## config.mk

```make
export PLATFORM = sky130hd
export DESIGN_NAME = kbt_alu
export DESIGN_NICKNAME = d
export VERILOG_FILES = /design/src/rtl/core/kbt_pkg.sv /design/src/rtl/core/kbt_alu.sv
export SDC_FILE = /design/constraint.sdc
export NUM_CORES = 1
export LEC_CHECK = 0
export BUFFER_PORTS_ARGS = -buffer_cell sky130_fd_sc_hd__buf_4
export CAP_MARGIN = 20
export CORE_MARGIN = 2
export CORE_UTILIZATION = 49
export DETAILED_ROUTE_END_ITERATION = 6
export PLACE_DENSITY = 0.73
export SYNTH_ARGS = -nofsm -noshare
export SYNTH_HDL_FRONTEND = slang
export SYNTH_SLANG_ARGS = --single-unit
```

## constraint.sdc

```tcl
create_clock -name clk_i -period 3.85 [get_ports clk_i]
set_clock_uncertainty 0.1 [all_clocks]
set_input_delay 0.1925 -clock clk_i [delete_from_list [all_inputs] [get_ports clk_i]]
set_output_delay 0.1925 -clock clk_i [all_outputs]
set_load 0.01 [all_outputs]
```

## src/rtl/core/kbt_pkg.sv

```systemverilog
`timescale 1ns / 1ps
// Shared types, constants and codes for the box Kalman tracker.
package kbt_pkg;

  localparam int TRACKS_DEF = 64;

  localparam logic [15:0] POS_WEIGHT_RST = 16'd3277;
  localparam logic [15:0] VEL_WEIGHT_RST = 16'd410;

  localparam logic [47:0] VAR_MAX         = 48'hFFFF_FFFF_FFFF;
  localparam logic [47:0] ASPECT_INIT     = 48'd167772;
  localparam logic [47:0] ASPECT_VEL_INIT = 48'd168;
  localparam logic [47:0] ASPECT_PROC     = 48'd1678;
  localparam logic [47:0] ASPECT_VEL_PROC = 48'd17;
  localparam logic [47:0] ASPECT_MEAS     = 48'd167772;

  localparam logic [1:0] MODE_INIT = 2'd0;
  localparam logic [1:0] MODE_PRED = 2'd1;
  localparam logic [1:0] MODE_UPD  = 2'd2;
  localparam logic [1:0] MODE_HOLD = 2'd3;

  localparam logic REG_POS_WEIGHT = 1'b0;
  localparam logic REG_VEL_WEIGHT = 1'b1;

  typedef enum logic {
    ALU_MUL,
    ALU_DIV
  } alu_op_e;

  typedef struct packed {
    logic        start;
    alu_op_e     op;
    logic [6:0]  steps;
    logic [63:0] a;
    logic [63:0] b;
  } alu_req_t;

  typedef struct packed {
    logic busy;
    logic done;
  } alu_rsp_t;

endpackage

```

## src/rtl/core/kbt_alu.sv

```systemverilog
`timescale 1ns / 1ps
// Serial shift-add multiplier and restoring divider, one bit per cycle.
module kbt_alu (
  input  logic              clk_i,
  input  logic              rst_ni,
  input  kbt_pkg::alu_req_t req_i,
  output kbt_pkg::alu_rsp_t rsp_o,
  output logic [127:0]      acc_o
);
  import kbt_pkg::*;

  logic         busy_q, busy_d;
  logic         done_q, done_d;
  logic [6:0]   cnt_q, cnt_d;
  alu_op_e      op_q, op_d;
  logic [63:0]  a_q, a_d;
  logic [63:0]  b_q, b_d;
  logic [127:0] acc_q, acc_d;
  logic [64:0]  msum;
  logic [64:0]  rshift;
  logic [64:0]  rdiff;

  always_comb begin
    busy_d = busy_q;
    done_d = 1'b0;
    cnt_d  = cnt_q;
    op_d   = op_q;
    a_d    = a_q;
    b_d    = b_q;
    acc_d  = acc_q;
    msum   = {1'b0, acc_q[127:64]} + (acc_q[0] ? {1'b0, a_q} : 65'd0);
    rshift = {acc_q[127:64], 1'b0};
    rdiff  = rshift - {1'b0, b_q};
    if (busy_q) begin
      unique case (op_q)
        ALU_MUL: acc_d = {msum, acc_q[63:1]};
        ALU_DIV: begin
          if (rshift >= {1'b0, b_q}) begin
            acc_d = {rdiff[63:0], acc_q[62:0], 1'b1};
          end else begin
            acc_d = {rshift[63:0], acc_q[62:0], 1'b0};
          end
        end
      endcase
      cnt_d = cnt_q - 7'd1;
      if (cnt_q == 7'd1) begin
        busy_d = 1'b0;
        done_d = 1'b1;
      end
    end else if (req_i.start) begin
      busy_d = 1'b1;
      cnt_d  = req_i.steps;
      op_d   = req_i.op;
      a_d    = req_i.a;
      b_d    = req_i.b;
      acc_d  = (req_i.op == ALU_MUL) ? {64'd0, req_i.b} : {req_i.a, 64'd0};
    end
  end

  always_ff @(posedge clk_i or negedge rst_ni) begin
    if (!rst_ni) begin
      busy_q <= 1'b0;
      done_q <= 1'b0;
      cnt_q  <= '0;
    end else begin
      busy_q <= busy_d;
      done_q <= done_d;
      cnt_q  <= cnt_d;
    end
  end

  always_ff @(posedge clk_i) begin
    op_q  <= op_d;
    a_q   <= a_d;
    b_q   <= b_d;
    acc_q <= acc_d;
  end

  assign rsp_o.busy = busy_q;
  assign rsp_o.done = done_q;
  assign acc_o      = acc_q;

endmodule

```

==> results by group, run 1 <==
Hold path
  • Hold Path Class: in -> reg
  • Hold depth: 2

Synth
  • Top_reg_cell synth: edfxtp_1
  • Sequential fraction of the synthesis area: 41.2%
  • Yosys cell types: a little over 80
  • Warnings, synthesis: 0
  • Post-Syn Instances: a little over 2000
  • Post-Synth Simple-Gate Area: between 10% and 20%
  • EDFF count, synth: 257
  • Post-synthesis compound-gate area fraction: between 20% and 30%
  • Yosys reg bits: between 200 and 300
  • Post-synthesis mux area share: between 5 and 6%
  • Post-Syn Nets: 2295
  • Largest family of logic cells by synthesized area: compound AO/OA/AOI/OAI gates
  • Post-Syn Area: roughly 19000 um2
  • Adder-cell share of the synthesized area: 8.65%
  • Async S/R FF share, synth: ~3.4%
  • Mean Syn Cell Area: roughly 9.5 um2
  • Synth Area in XOR/XNOR: between 5 and 6%

GRT
  • Met1 usage: around half
  • Largest net degree at the start of global routing: 130
  • Vias in the first global route: 18400
  • GR Util met3: under 10%
  • GRT Total Usage: approximately 33%
  • Grt met2 use: approximately 47%
  • Initial antenna violation count: 1
  • First-pass GRT wire length: 106000 um
  • Busiest layer in global routing: met1
  • Congestion Overflow GR: 0

Placed design
  • Routability cong.: around 1
  • PortBufs: about 270
  • Placed insts: approximately 2900
  • Post-DP HPWL: ~53000 um

Floorplanning
  • Height of the die: about 200 um
  • Die X-Extent: approximately 200 um
  • Die ar.: roughly 41000 um2
  • Core area: 38700 um2
  • FP Rows: a little over 70
  • IO Count: between 200 and 300
  • Starting Density: between 40% and 50%

Timing
  • Final Hold Vio Count: 0
  • RSZ-0062 raised after global routing: yes
  • Worst setup margin: -114 ps
  • Slew margin rel.: 41.0%
  • Final worst-path cycle share: 103%
  • Slew Viols, Final: 0
  • Setup violators final: 12
  • Hold WS: ~230 ps
  • Max Clk Rate: approximately 0.25 GHz
  • Worst Tran Pin Value: 883 ps
  • Post-layout min period: slightly below 4000 ps

Clock network
  • Root Buffer: clkbuf_16
  • CTS Buf Count: 31
  • CTS tree: done
  • CTS HTree Levels: 1
  • # clock sinks: approximately 270
  • Skew-Pair Late Insertion Delay: between 500 and 600 ps
  • Worst-path clk slew: 70 ps
  • Max clock buf depth: 3

Setup path
  • Max stage delay on crit path: around 540 ps
  • Crit path capture type: register
  • Crit path DAT: 4210 ps
  • Reg2reg path depth: 14
  • Critical path's top delay family: compound AO/OA/AOI/OAI gates
  • CP Cell Sequence: buf_4, and2_1, ha_1, o211ai_1, o211a_1, or4_4, o211a_4, o41ai_4, buf_4, nor2_2, xnor2_1, a222oi_1, o31ai_1, a31o_2
  • Worst Path Required: 4090 ps
  • Cell mode on critical path: buf_4
  • CP max FO: 14
  • Slowest stage cell, crit path: or4_4
  • Crit Path Class: reg -> reg
  • Stages on worst setup path: 14
  • Crit start category: register
  • CP bufs+invs: 2

Routing
  • Final wirelength: slightly above 70000 um
  • WL per Instance: 22.5 um
  • DRT antenna net count: 0
  • Pre-Repair DR Iteration Count: 7
  • DRT iter0 DRCs: between 2000 and 2500
  • Residual DRC: 0
  • Vias: ~19000
  • Vias per cell: between 6 and 7

Cells and area
  • Final Non-Filler Cells: 3139
  • Layout cell share with drive strength beyond 1: 23.9%
  • Antenna fix cells: 0
  • Commonest non-fill, non-tap cell in the layout: buf_4
  • Syn-to-layout area delta: 35.4%
  • FILL cells: approximately 3000
  • Finished Core Util: 67.3%
  • Final nets: 2867
  • Commonest cells after routing, fill and taps aside: buf_4 (488), edfxtp_1 (257), nand2_1 (209)

Power and ir drop
  • Leakage: 11.2 nW
  • Peak supply drop: roughly 0.46 mV
  • PD cells: 875 nW/um2

Outcome
  • Status: finished, violations left
  • Failing checks: negative setup slack

Job
  • Max cap viols: 0
cell type report:
type | count | area [um2] | area share [%]
repair buffers | 641 | 5290 | 20.3
clock inverters | 24 | 223 | 0.854
inverters | 96 | 368 | 1.41
well taps | 518 | 648 | 2.48
multi-input cells | 1560 | 10800 | 41.5
clock buffers | 34 | 787 | 3.02
flip-flops and latches | 266 | 7940 | 30.4
logic make-up (layout without fill, tap and decap cells):
kind of cell               count (synthesis)  count (layout)
AOI/OAI and AO/OA                        663             663
and+or+nand+nor                          546             546
DFF                                      266             266
buffers and inverters                    198             795
adders and majority gates                132             132
xor gates and xnor gates                 122             122
muxes                                     97              97
where the power goes:
group,total (mW),switching [mW],internal (mW)
Clock,2.96,1.27,1.69
Sequential,5.25,0.970,4.28
Combinational,14.6,8.12,6.51
final timing paths:
check                      startpoint    endpoint  slack (ps)
setup reg to reg             acc_o[0]  acc_o[106]        -110
hold reg to reg              cnt_q[0]    cnt_q[0]         470
max in group asynchronous      rst_ni    cnt_q[2]        2760
min in group asynchronous      rst_ni    cnt_q[4]         580
hold / removal              req_i[34]     b_q[34]         230
setup / recovery             acc_o[0]  acc_o[106]        -110
cells in the mapped netlist, types with 71 or more instances:
master    number  area, um2
a21oi_1      176        881
and2_1        74        463
clkbuf_1      72        270
edfxtp_1     257       7720
ha_1         130       1630
inv_1         96        360
mux2i_1       95        951
nand2_1      209        785
nor2_1       106        398
o21ai_0      206       1030
xnor2_1       71        622
per-layer routing:
metal / vias up / part of all wire, %
met5: - / 0.011
met4: 2 / 4.0
met3: 180 / 13
met2: 1238 / 40
met1: 8916 / 42
li1: 8716 / -
per-stage QoR:
step / total power [mW] / worst slack, ps / cell area (um2) / setup TNS [ps]
2_1_floorplan: 12.9 / -159 / 19300 / -243
3_3_place_gp: 18.7 / -63.9 / 23300 / -120
3_5_place_dp: 18.9 / -144 / 23300 / -644
4_1_cts: 22.1 / -85.0 / 25800 / -194
5_1_grt: 24.0 / -220 / 26100 / -2710
6_report: 22.8 / -114 / 26100 / -712
state kept, by name (all words and copies together), names as in the netlist:
name,cells
b_q,64
done_q,1
op_q,1
cnt_q,7
acc_o,128
a_q,64
busy_q,1
what timing repair did:
item                                    CTS  global route
hold endpoints to repair                273             0
buffers inserted                          0             6
endpoints found under the setup margin   11            31
resized for setup                        12            48
hold buffers                            143             0
pin swaps                                 4            20
Note: power is estimated with default switching activity, not from simulation.
==> run 2, diff against run 1 <==
Settings changed: ABC_AREA from default to 1, PLACE_DENSITY 0.73 to 0.69.
Clock period 3.85 ns to 3.8 ns, I/O delays scaled along.
==> run 2 against run 1 <==
Against the previous run:
- the run now ends clean
- critical path depth is the same
- non-clock buffer count decreased by 126
- critical path type unchanged
- sequential share of layout area shrank 3.7 points
- register-to-register slack gained 390 ps
- wire length rose by 50%
- clock power up 14%
- global-route usage rose by 7.8 points
- clock-buffer cell count grew 5
- combinational power is 16% higher
==> results by group, run 2 <==
Outcome
  • Status: finished, final reports clean

GRT
  • Largest net degree at the start of global routing: 141 (+8.5%)
  • GRT Total Usage: 41.3% (+7.8 points)
  • Initial antenna violation count: 1 (unchanged)
  • Congestion Overflow GR: 0 (unchanged)
  • Vias in the first global route: 25400 (+38%)
  • First-pass GRT wire length: 155000 um (+46%)

Synth
  • Dominant cell type by area after synthesis: edfxtp_1
  • Yosys top cell area share: 32.3% (-7.7 points)
  • Warnings, synthesis: 0 (unchanged)
  • Sequential fraction of the synthesis area: 33.3% (-8.0 points)
  • Most frequent cell after synthesis: nand2_1
  • Post-Syn Area: 23900 um2 (+24%)
  • Yosys cell types: 42 (-49%)
  • EDFF count, synth: 257 (unchanged)
  • Mean Syn Cell Area: 6.30 um2 (-34%)
  • Post-Syn Nets: 4064 (+77%)
  • Yosys reg bits: 266 (unchanged)
  • Async S/R FF share, synth: 3.38% (unchanged)
  • Post-Syn Instances: 3793 (+87%)
  • Top_reg_cell synth: edfxtp_1
  • Synth top cells by count: nand2_1 (1441), inv_1 (701), nor2_1 (315)
  • Area contributors post-synth: edfxtp_1 (32%), nand2_1 (23%), inv_1 (11%)

Timing
  • Slew Viols, Final: 0 (unchanged)
  • Max Clk Rate: 0.284 GHz (+13%)
  • Post-layout min period: 3520 ps (-441 ps)
  • Setup violators final: 0 (-12)
  • Setup total negative slack: 0 ps (+712 ps)
  • Hold WS: 258 ps (+29.7 ps)
  • Final worst-path cycle share: 92.7% (-10 points)
  • Worst setup margin: 277 ps (+391 ps)
  • RSZ-0062 raised after global routing: no
  • Slew margin rel.: 34.8% (-6.3 points)
  • Final Hold Vio Count: 0 (unchanged)
  • Worst Tran Pin Value: 978 ps (+95.9 ps)

Clock network
  • Root Buffer: clkbuf_16
  • Skew-Pair Late Insertion Delay: 570 ps (-20 ps)
  • CTS HTree Levels: 2 (+1)
  • CTS tree: done
  • Post-CTS Setup Repair Bufs: 0 (unchanged)
  • Worst-path clk slew: 60 ps (about the same)
  • CTS Buf Count: 34 (+9.7%)
  • Hold-fix buffers at CTS: 141 (-1.4%)
  • Max clock buf depth: 3 (unchanged)
  • Cts repair resizes: 0 (-12)
  • # clock sinks: 266 (unchanged)

Placed design
  • Placement Setup Slack: 306 ps (+450 ps)
  • PortBufs: 268 (unchanged)
  • Post-DP Area: 27200 um2 (+16%)
  • Post-DP HPWL: 83700 um (+58%)
  • Routability cong.: 1.10 (+8.8%)
  • Placed insts: 4697 (+60%)

Power and ir drop
  • Peak supply drop: 0.481 mV (+5.6%)
  • PD cells: 862 nW/um2 (-1.5%)
  • Total power draw: 25.6 mW (+12%)
  • Leakage: 15.6 nW (+39%)

Floorplanning
  • Die X-Extent: 225 um (+11%)
  • Height of the die: 225 um (+11%)
  • Core area: 47900 um2 (+24%)
  • FP Rows: 80 (+11%)
  • Die ar.: 50500 um2 (+23%)
  • IO Count: 269 (unchanged)
  • Starting Density: 49.8% (+0.054 points)

Cells and area
  • Commonest non-fill, non-tap cell in the layout: nand2_1
  • Syn-to-layout area delta: 24.4%
  • Finished Core Util: 61.9% (-5.4 points)
  • Layout cell share with drive strength beyond 1: 11.2% (-13 points)
  • Final nets: 4530 (+58%)
  • Max FFs per register: 128 (unchanged)
  • Cell area after layout: 29700 um2 (+14%)
  • Commonest cells after routing, fill and taps aside: nand2_1 (1441), inv_1 (699), buf_4 (369)
  • Final Non-Filler Cells: 4901 (+56%)

Routing
  • DRT iter0 DRCs: 3488 (+58%)
  • Vias: 27200 (+43%)
  • WL per Instance: 21.6 um (-4.1%)
  • Residual DRC: 0 (unchanged)
  • Vias per cell: 5.56 (-8.4%)
  • DRT antenna net count: 0 (unchanged)
  • Final wirelength: 106000 um (+50%)
  • Pre-Repair DR Iteration Count: 6 (-1)

Hold path
  • Hold_sp: req_i[60]
  • Hold Path Class: in -> reg
  • Hold depth: 2 (unchanged)
  • Hold Path End: b_q[60]

Setup path
  • Crit Path Class: reg -> reg
  • Worst Path Required: 4140 ps (+50 ps)
  • FF-to-FF End: acc_o[64]
  • Crit path capture type: register
  • Crit start category: register
  • CP max FO: 19 (+5)
  • RR Startpoint: acc_o[74]
  • Crit path DAT: 3860 ps (-350 ps)
  • Reg2reg path depth: 14 (unchanged)
  • Worst reg-to-reg setup slack: 280 ps (+390 ps)

Job
  • Max cap viols: 0 (unchanged)
-- run 2: cell count changes in the layout (fill, tap and decap cells not counted), moves of 22 or more --
cell	delta
mux2i_1	-95
xor2_1	-29
nor2_1	+211
inv_1	+606
buf_4	-119
and2_1	-70
nand3b_1	+40
xnor2_1	-55
a21oi_1	-25
a22oi_1	-22
a21o_1	-49
nand3_1	+268
nand2_1	+1232
-- run 2: report_power, final --
group,internal (mW),total (mW),switching (mW)
Sequential,4.38,5.24,0.857
Clock,1.95,3.37,1.43
Combinational,5.76,17.0,11.2
Total,12.1,25.6,13.5
-- run 2: worst max path at each step --
stage | startpoint | end | slack [ps] | cells past startpoint
2_1_floorplan | busy_q | acc_o[0] | 350 | 4
3_3_place_gp | acc_o[0] | acc_o[113] | 330 | 20
3_5_place_dp | acc_o[0] | acc_o[113] | 310 | 20
4_1_cts | acc_o[0] | acc_o[81] | 290 | 18
5_1_grt | acc_o[0] | acc_o[111] | 50 | 17
6_report | acc_o[74] | acc_o[64] | 280 | 14
-- run 2: area by class of cell --
class,count,area (um2)
fillers,4638,18200
multi-input cells,2726,12900
flip-flops and latches,266,7950
repair buffers,515,4280
inverters,716,2700
clock buffers,39,870
well taps,615,769
clock inverters,23,250
diodes,1,2.50
-- run 2: cell families after synthesis --
kind of cell,synth area share (%)
XOR/XNOR,1.32
AO/OA/AOI/OAI,8.03
AND/OR/NAND/NOR,37.6
buffers and inverters,12.8
adder cells (fa/ha/maj),6.98
flip-flops,33.3
-- run 2: layer usage --
layer	vias up	routed length (um)	global-route usage (%)	part of all wire, %
met1	12400	43600	58.6	41
met2	1803	43600	61.1	41
met3	237	14400	9.73	14
li1	12800	-	-	-
met5	-	0	0	0
met4	0	4290	15.4	4.1
-- run 2: critical path, stage by stage, from the launching register on --
cell and delay [ps]:
edfxtp_1 460, ha_1 420, nand2_1 130, nor2_1 230, nand2_1 140, inv_1 150, nand3_1 330, nor2_4 230
nor2_4 60, nand2_4 210, nand2_2 360, buf_4 310, o21ai_1 110, nand2_1 60, nand2_1 70
